$ cat config.mk
export PLATFORM = sky130hd
export DESIGN_NAME = ort_cell
export DESIGN_NICKNAME = d
export VERILOG_FILES = /design/src/rtl/ort_pkg.sv /design/src/rtl/ort_cell.sv
export SDC_FILE = /design/constraint.sdc
export NUM_CORES = 1
export LEC_CHECK = 0
export ABC_AREA = 1
export BUFFER_PORTS_ARGS = -buffer_cell sky130_fd_sc_hd__buf_4
export CORE_AREA = 2 2 277 279
export CTS_CLUSTER_DIAMETER = 50
export DETAILED_ROUTE_END_ITERATION = 10
export DIE_AREA = 0 0 279 281
export PLACE_DENSITY = 0.42
export SETUP_SLACK_MARGIN = 0.15
export SYNTH_ARGS = -nofsm -noshare
export SYNTH_HDL_FRONTEND = slang
export SYNTH_SLANG_ARGS = --single-unit
$ cat constraint.sdc
create_clock -name clk -period 16.5 [get_ports clk]
set_input_delay 3.3 -clock clk [delete_from_list [all_inputs] [get_ports clk]]
set_output_delay 3.3 -clock clk [all_outputs]
set_load 0.01 [all_outputs]
$ cat src/rtl/ort_pkg.sv
// ----------------------------------------------------------------------------
// ort_pkg - ordered record table package
// record layout, request and status codes, control state and cell commands
// ----------------------------------------------------------------------------
`default_nettype none

package ort_pkg;

    localparam int TABLE_DEPTH_DEF = 16;
    localparam int ID_W            = 32;
    localparam int TOKEN_W         = 64;
    localparam int AGE_W           = 8;
    localparam int POS_W           = 8;

    typedef struct packed {
        logic [ID_W-1:0]    id;
        logic [TOKEN_W-1:0] name;
        logic               gender;
        logic [AGE_W-1:0]   age;
        logic [TOKEN_W-1:0] major;
    } record_t;

    typedef enum logic [2:0] {
        REQ_APPEND = 3'd0,
        REQ_INSERT = 3'd1,
        REQ_DELETE = 3'd2,
        REQ_SEARCH = 3'd3,
        REQ_MODIFY = 3'd4,
        REQ_PRINT  = 3'd5
    } req_code_t;

    typedef enum logic [1:0] {
        ST_OK        = 2'd0,
        ST_BAD_POS   = 2'd1,
        ST_NOT_FOUND = 2'd2,
        ST_FULL      = 2'd3
    } status_t;

    typedef enum logic [1:0] {
        S_IDLE,
        S_EXEC,
        S_PRINT
    } ctrl_state_t;

    // command broadcast to every cell of the row
    typedef enum logic [1:0] {
        CELL_HOLD,
        CELL_WRITE,
        CELL_INSERT,
        CELL_DELETE
    } cell_op_t;

    typedef struct packed {
        cell_op_t op;
        record_t  rec;
    } cell_cmd_t;

    typedef struct packed {
        status_t status;
        record_t rec;
        logic    last;
    } result_t;

endpackage : ort_pkg

`default_nettype wire

$ cat src/rtl/ort_cell.sv
// ----------------------------------------------------------------------------
// ort_cell - one slot of the record row
// holds a record, compares its id with the key, shifts to either neighbour
// ----------------------------------------------------------------------------
`default_nettype none

module ort_cell #(
    parameter int IDX = 0,
    parameter int IW  = 4
) (
    input  wire                 clk,
    input  ort_pkg::cell_cmd_t  cmd,
    input  wire [IW-1:0]        tgt,
    input  ort_pkg::record_t    left_rec,
    input  ort_pkg::record_t    right_rec,
    input  wire [31:0]          key,
    output ort_pkg::record_t    rec,
    output logic                match
);
    import ort_pkg::*;

    localparam logic [IW-1:0] MY_IDX = IW'(IDX);

    record_t rec_reg;
    record_t rec_next;

    always_comb
    begin
        rec_next = rec_reg;
        case (cmd.op)
            CELL_WRITE:
            begin
                if (MY_IDX == tgt)
                    rec_next = cmd.rec;
            end
            CELL_INSERT:
            begin
                if (MY_IDX == tgt)
                    rec_next = cmd.rec;
                else if (MY_IDX > tgt)
                    rec_next = left_rec;
            end
            CELL_DELETE:
            begin
                if (MY_IDX >= tgt)
                    rec_next = right_rec;
            end
            default:
            begin
                rec_next = rec_reg;
            end
        endcase
    end

    always_ff @(posedge clk)
    begin
        rec_reg <= rec_next;
    end

    assign rec   = rec_reg;
    assign match = (rec_reg.id == key);

endmodule : ort_cell

`default_nettype wire

==> results of run 1 <==
layout make-up:
class                           instances  area (um2)
Tap cell                              978        1220
Fill cell                            8322       58000
Multi-Input combinational cell        973        4760
Clock inverter                         14         209
Sequential cell                       169        5070
Timing Repair Buffer                  729        5490
Antenna cell                            3        7.51
Clock buffer                           18         429
Inverter                               54         213
power breakdown:
part | switching [mW] | internal, mW
sequential | 0.00587 | 0.491
combinational | 0.131 | 0.136
clock | 0.210 | 0.258
critical path, stage by stage:
cell,delay [ns]
buf_4,0.11
nor2_1,0.09
nor2_1,0.06
nor2_1,0.19
nand2_1,0.08
nor2_1,0.24
nand2_1,0.08
nor2_1,0.14
buf_4,0.14
cells in the mapped netlist (all sizes together):
library cell	count	area (um2)
buf	67	364
nand2	420	1580
inv	54	203
nor2	48	188
edfxtp	169	5070
xor2	3	26.3
o21ai	164	821
a21oi	164	821
clkbuf	42	165
nand3	5	25.0
o211ai	169	1270
cells by family after synthesis:
logic type                after synthesis  synth area share [%]
xor gates and xnor gates                3                 0.249
DFF                                   169                  48.2
AOI/OAI and AO/OA                     497                  27.6
and+or+nand+nor                       473                  17.0
buffers and inverters                 163                  6.95
layer usage:
layer,global-route usage (%),routed length [um],up-vias
met1,16.8,23300,5959
met2,24.7,29400,556
li1,-,-,5907
met3,4.15,4490,83
met5,0,61,-
met4,5.71,1740,10
how the worst min path moves through the flow:
stage / from / end / depth (start not counted)
global route: right_rec[89] / rec[89]$_DFFE_PP_ / 3
CTS: right_rec[89] / rec[89]$_DFFE_PP_ / 3
global placement: right_rec[142] / rec[142]$_DFFE_PP_ / 3
floorplan: cmd[142] / rec[142]$_DFFE_PP_ / 2
finish: right_rec[89] / rec[89]$_DFFE_PP_ / 3
detailed placement: right_rec[119] / rec[119]$_DFFE_PP_ / 3
per-stage QoR:
step / instances / setup WS, ns / power [mW] / hold WS (ns)
floorplan: 1305 / 4.91 / 0.611 / 3.50
global placement: 2903 / 8.77 / 0.774 / 3.60
detailed placement: 2903 / 8.76 / 0.777 / 3.60
CTS: 2935 / 8.76 / 1.26 / 3.06
global route: 2936 / 8.69 / 1.29 / 3.09
finish: 2938 / 8.76 / 1.23 / 3.12
==> results.md, run 1 <==
- DR vias: 12515
- Status: finished clean
- Pins over their slew limit: 0
- Initial antenna violation count: 9
- Final Hold Vio Count: 0
- Post-synthesis instance total: 1305
- CTS Sinks: 169
- Worst VDD drop: 52.5 uV
- Most frequent cells in the layout: buf_4, nand2_1, o211ai_1, edfxtp_1, a21oi_1
- CP Capture Type: primary output
- Period utilisation layout: 46.9%
- Initial DRC Count: 674
- CTS tree: built
- RSZ-0062 raised after global routing: false
- Worst-case clock buffer depth: 2
- Antenna-violating nets left: 0
- Total core area: 75400 um2
- Clock transition at the registers of the reported paths: 0.08 ns
- TNS Setup: 0 ns
- Row Count: 101
- Area growth, synth to finish: 65.2%
- Post-CTS Resized: 0
- Dpl cell area: 16800 um2
- Routability Congestion: 0.931
- Worst path arrival time: 4.44 ns
- Design area: 17400 um2
- Final HPWL DP: 43700 um
- Syn_nets: 1851
- Critical Path Fanout Max: 2
- Critical Path Source: key[9]
- Slew @ Worst Pin: 1.02 ns
- Post-synthesis instance area: 10500 um2
- Initial Util: 14.0%
- H-tree levels: 4
- First-pass GRT wire length: 83400 um
- Yosys cell types: 18
- Hold_buf cts: 0
- Vias in the first global route: 12474
- Yosys warning count: 0
- Synth Area per Inst: 8.07 um2
- Final setup viols: 0
- Leakage: 7.13 nW
- Die X: 279 um
- Max Fclk: 0.129 GHz
- Max reg flops: 169
- CTS Root Cell: clkbuf_16
- Crit Path Class: input port to primary output
- I/O Pins: 716
- Vias per inst: 4.26
- Final WL: 59100 um
- # DRC: 0
- Max_cap viols: 0
- Total gr overflow: 0
- Largest net degree at the start of global routing: 165
- CP Launch Type: input port
- Relative slew margins: 31.7%
- CTS Buf Count: 17
- Post-synthesis sequential area ratio: 48.2%
- Final Critical Period: 7.74 ns
- First-pass DRT Iterations: 5
- Die height: 281 um
- Total Die Area: 78400 um2
- Synth Register Bits: 169
- CP required: 13.20 ns
- Port bufs: 715
- GR Util All Layers: 14.4%
- Share of cells above drive strength 1: 39.2%
- Crit path capture: match
- Min-delay worst type: input port to register
- Routed WL per cell: 20.1 um
- Final Util: 23.1%
- Most common cell after layout, fill and taps aside: buf_4
- Power Dens Cells: 70.8 nW/um2
- Final #Nets: 2490
- Setup bufs post-CTS: 0
(Power assumes the default switching activity.)
==> inputs of run 2 (changes only) <==
ABC_AREA = 0   (was 1)
CORE_AREA = 2 2 280 282   (was 2 2 277 279)
DIE_AREA = 0 0 282 284   (was 0 0 279 281)
PLACE_DENSITY = 0.39   (was 0.42)
clock period = 7.63 ns   (was 16.5 ns; I/O delays follow)
==> results.md, run 2 <==
- RSZ-0062 raised after global routing: false
- Max_cap viols: 0
- Ys async rst share: 0%
- Initial Util: 11.5%
- Final WL: 45900 um
- CTS Sinks: 169
- Multi-input gate area: 3360 um2
- Met2 WL: 23000 um
- Initial antenna violation count: 4
- Wire length on met3: 4330 um
- Critical Path Source: key[29]
- Yosys cell types: 12
- M1 wire length: 16600 um
- Relative slew margins: 8.31%
- Vias per inst: 3.70
- Fin cells: 2356
- Top routing layer in use: met5
- GR Util All Layers: 10.9%
- CP required: 6.10 ns
- Placed cells: 2322
- Pins over their slew limit: 0
- Critical Path Fanout Max: 1
- Total gr overflow: 0
- Antenna-violating nets left: 0
- Filler Cell Count: 8447
- Post-synthesis sequential area ratio: 57.5%
- Post-synth top area cell: edfxtp_1
- Mux share of post-synthesis cell area: 0%
- Row Count: 102
- Most frequent cells in the layout: buf_4, a22o_1, edfxtp_1
- Max Fclk: 0.202 GHz
- Total core area: 77000 um2
- Crit path capture: match
- Final Critical Period: 4.95 ns
- Syn_nets: 1176
- Status: finished clean
- Max reg flops: 169
- Setup bufs post-CTS: 0
- Area growth, synth to finish: 78.8%
- Final #Nets: 1847
- Worst-case clock buffer depth: 2
- Yosys warning count: 0
- # DRC: 0
- Compound-Gate Fraction of Synth Area: 33.6%
- Main combinational cell family by area after synthesis: compound AO/OA/AOI/OAI gates
- DR vias: 8727
- Routed WL per cell: 19.5 um
- TNS Setup: 0 ns
- Synth cell count leaders: a22o_1, edfxtp_1, clkbuf_1
- Worst VDD drop: 128 uV
- CP Capture Type: primary output
- Top FF cell, synth: edfxtp_1
- Total Die Area: 80100 um2
- Period utilisation layout: 64.9%
- Simple-gate share of the synthesized area: 1.12%
- CTS Buf Count: 17
- Most common cell after layout, fill and taps aside: buf_4
- Synth Register Bits: 169
- Vias in the first global route: 9274
- First-pass GRT wire length: 62400 um
- I/O Pins: 716
- Synth Area in XOR/XNOR: 3.18%
- Post-CTS Resized: 0
- Leakage: 6.72 nW
- Slew @ Worst Pin: 1.36 ns
- Crit Path Class: input port to primary output
- Synth Area per Inst: 14.0 um2
- Port bufs: 715
- H-tree levels: 4
- EDFF count, synth: 169
- CTS tree: built
- CP Launch Type: input port
- Hold_buf cts: 0
- Final setup viols: 0
- First-pass DRT Iterations: 6
- Post-synthesis instance area: 8830 um2
- Share of cells above drive strength 1: 57.8%
- Clock transition at the registers of the reported paths: 0.08 ns
- Synth top area cells: edfxtp_1, a22o_1, xor2_1, clkbuf_1, buf_6
- Adder-cell share of the synthesized area: 0%
- Most frequent cell after synthesis: a22o_1
- CTS Root Cell: clkbuf_16
- Routability Congestion: 0.777
- Reg area: 5070 um2
- Initial DRC Count: 367
- Die height: 284 um
- Post-synthesis instance total: 630
- Die X: 282 um
- Largest net degree at the start of global routing: 170
- Min-delay worst type: input port to register
- Final Hold Vio Count: 0
- Yosys top cell area share: 57.5%
- Worst path arrival time: 3.42 ns
- Power Dens Cells: 157 nW/um2
- Final HPWL DP: 35800 um
run 2: cell count changes after synthesis, sizes merged, moves of 5 or more:
cell    change
buf        -39
o21ai     -163
inv        -54
o211ai    -169
nand3       -5
clkbuf      +5
a22o      +338
nor2       -45
nor4        +8
xor2       +29
nand2     -420
a21oi     -164
run 2: layout make-up:
type                       count  area share, %
antenna                        2         0.0317
sequential                   169           32.2
clock inverter                14          0.761
tap                         1040           8.24
multi-input combinational    386           21.3
timing repair buffer         727           34.8
clock buffer                  18           2.72
run 2: metrics by stage:
| stage | total power, mW | utilization [%] | area, um2 | hold WS (ns) | setup WS, ns |
|---|---|---|---|---|---|
| finish | 2.47 | 20.5 | 15800 | 1.34 | 2.68 |
| global route | 2.61 | 20.5 | 15800 | 1.30 | 2.80 |
| CTS | 2.55 | 20.5 | 15800 | 1.27 | 2.77 |
| detailed placement | 1.65 | 19.8 | 15200 | 1.82 | 2.77 |
| global placement | 1.65 | 19.8 | 15200 | 1.82 | 2.70 |
| floorplan | 1.32 | - | 8830 | 1.73 | 0.406 |
run 2: cells by family after synthesis:
group / Yosys count
AOI/OAI and AO/OA: 339
DFF: 169
xor gates and xnor gates: 32
buffers and inverters: 75
and+or+nand+nor: 15
run 2: how the worst min path moves through the flow:
stage	startpoint	endpoint	slack, ns	cells after the start
3_3_place_gp	cmd[158]	rec[158]$_DFFE_PP_	1.82	2
2_1_floorplan	cmd[134]	rec[134]$_DFFE_PP_	1.73	1
6_report	cmd[31]	rec[31]$_DFFE_PP_	1.34	2
3_5_place_dp	cmd[102]	rec[102]$_DFFE_PP_	1.82	2
5_1_grt	cmd[2]	rec[2]$_DFFE_PP_	1.30	2
4_1_cts	cmd[90]	rec[90]$_DFFE_PP_	1.27	2
run 2: per-layer routing:
metal / global-route usage (%) / vias to the layer above
met4: 5.88 / 2
met5: 0 / -
met3: 4.14 / 57
met1: 10.9 / 4134
li1: - / 4049
met2: 19.2 / 485
run 2: power breakdown:
| group | internal, mW | leakage [nW] | total, mW | switching (mW) |
|---|---|---|---|---|
| combinational | 0.327 | 4.99 | 0.546 | 0.220 |
| clock | 0.423 | 0.261 | 0.854 | 0.431 |
| sequential | 1.06 | 1.47 | 1.07 | 0.0118 |
run 2: worst max-delay path, cell delays in order:
cell	delay, ns
buf_4	0.11
xor2_1	0.15
nor4_1	1.14
nand4_1	0.20
nor2_1	0.16
buf_4	0.14
==> inputs of run 3 (changes only) <==
ABC_AREA = 1   (was 0)
CORE_AREA = 2 2 275 277   (was 2 2 280 282)
DIE_AREA = 0 0 277 279   (was 0 0 282 284)
PLACE_DENSITY = 0.43   (was 0.39)
clock period = 4.15 ns   (was 7.63 ns; I/O delays follow)
==> results.md, run 3 (synthesis results as in run 1) <==
- Status: finished clean
- Dpl cell area: 16900 um2
- CTS Sinks: 169
- Final HPWL DP: 44100 um
- CP required: 3.32 ns
- H-tree levels: 4
- Power Dens Cells: 273 nW/um2
- Most frequent cells in the layout: buf_4, nand2_1, o211ai_1, edfxtp_1, a21oi_1
- Die X: 277 um
- Port bufs: 715
- Period utilisation layout: 72.5%
- Max_cap viols: 0
- Vias in the first global route: 12656
- Diode count: 0
- Pins over their slew limit: 0
- Initial antenna violation count: 1
- Total Die Area: 77300 um2
- Routability Congestion: 0.901
- I/O Pins: 716
- Vias per inst: 4.29
- Leakage: 7.20 nW
- Post-CTS Resized: 0
- Setup slack at placement: 1.04 ns
- Initial DRC Count: 725
- TNS Setup: 0 ns
- Worst VDD drop: 235 uV
- Largest net degree at the start of global routing: 165
- Total core area: 74100 um2
- Initial Util: 14.2%
- # DRC: 0
- Routed WL per cell: 20.0 um
- CTS Root Cell: clkbuf_16
- First-pass DRT Iterations: 5
- Die height: 279 um
- Final #Nets: 2498
- Most common cell after layout, fill and taps aside: buf_4
- Hold_buf cts: 0
- RSZ-0062 raised after global routing: false
- Worst hold stages: 3
- Row Count: 100
- Share of cells above drive strength 1: 39.5%
- Worst setup margin: 1.14 ns
- Max Fclk: 0.333 GHz
- Worst path arrival time: 2.18 ns
- Antenna-violating nets left: 0
- CP Capture Type: primary output
- Min-delay worst type: input port to register
- Design Power: 4.79 mW
- Critical Path Fanout Max: 3
- DR vias: 12586
- Final WL: 58600 um
- Setup bufs post-CTS: 0
- Final Critical Period: 3.01 ns
- CP Launch Type: register
- CTS Buf Count: 17
- Max reg flops: 169
- First-pass GRT wire length: 84100 um
- Clock transition at the registers of the reported paths: 0.08 ns
- Crit Path Class: register to primary output
- Worst hold path startpoint: right_rec[133]
- Relative slew margins: 27.5%
- GR Util All Layers: 14.5%
- Final Hold Vio Count: 0
- CTS tree: built
- Area growth, synth to finish: 66.5%
- Design area: 17500 um2
- Hold Path Sink: rec[133]$_DFFE_PP_
- Total gr overflow: 0
- Worst-case clock buffer depth: 2
- Slew @ Worst Pin: 1.09 ns
- Final setup viols: 0
-- run 3: worst max-delay path by stage --
stage,from,endpoint,slack (ns),cells past startpoint
finish,rec[149]$_DFFE_PP_,match,1.14,8
global route,rec[149]$_DFFE_PP_,match,1.13,9
CTS,rec[149]$_DFFE_PP_,match,1.12,8
detailed placement,tgt[0],rec[137]$_DFFE_PP_,1.04,6
global placement,tgt[0],rec[137]$_DFFE_PP_,1.08,6
floorplan,tgt[0],rec[0]$_DFFE_PP_,-0.04,5
-- run 3: per-layer routing --
metal	up-vias	track usage [%]	share of wire [%]
met5	-	0	0.022
met4	2	5.09	2.5
li1	5921	-	-
met1	6040	16.1	38
met2	567	26.3	52
met3	56	4.23	7.9
-- run 3: power by group --
part,total (mW),leakage (nW),switching [mW],internal [mW]
combinational,1.08,5.43,0.528,0.551
clock,1.74,0.293,0.826,0.911
sequential,1.98,1.48,0.0240,1.95
-- run 3: per-stage QoR --
stage | hold WS, ns | cells | util [%]
after detailed placement | 1.13 | 2902 | 22.9
after global placement | 1.12 | 2902 | 22.9
final | 0.642 | 2934 | 23.7
after global routing | 0.618 | 2934 | 23.7
after CTS | 0.595 | 2934 | 23.7
after floorplan | 1.03 | 1305 | -
-- run 3: critical path, cell delays in order, from the launching register on --
cell and delay [ns]:
edfxtp_1 0.46, nand2_1 0.10, nand2_1 0.08, nor2_1 0.27
nand2_1 0.08, nor2_1 0.38, nand2_1 0.10, nor2_1 0.11
buf_4 0.13
-- run 3: final cells by class --
class | count | area [um2]
clock buffers | 17 | 425
repair buffers | 737 | 5670
well taps | 969 | 1210
fillers | 8125 | 56500
multi-input cells | 973 | 4760
inverters | 54 | 213
flip-flops and latches | 169 | 5070
clock inverters | 15 | 178
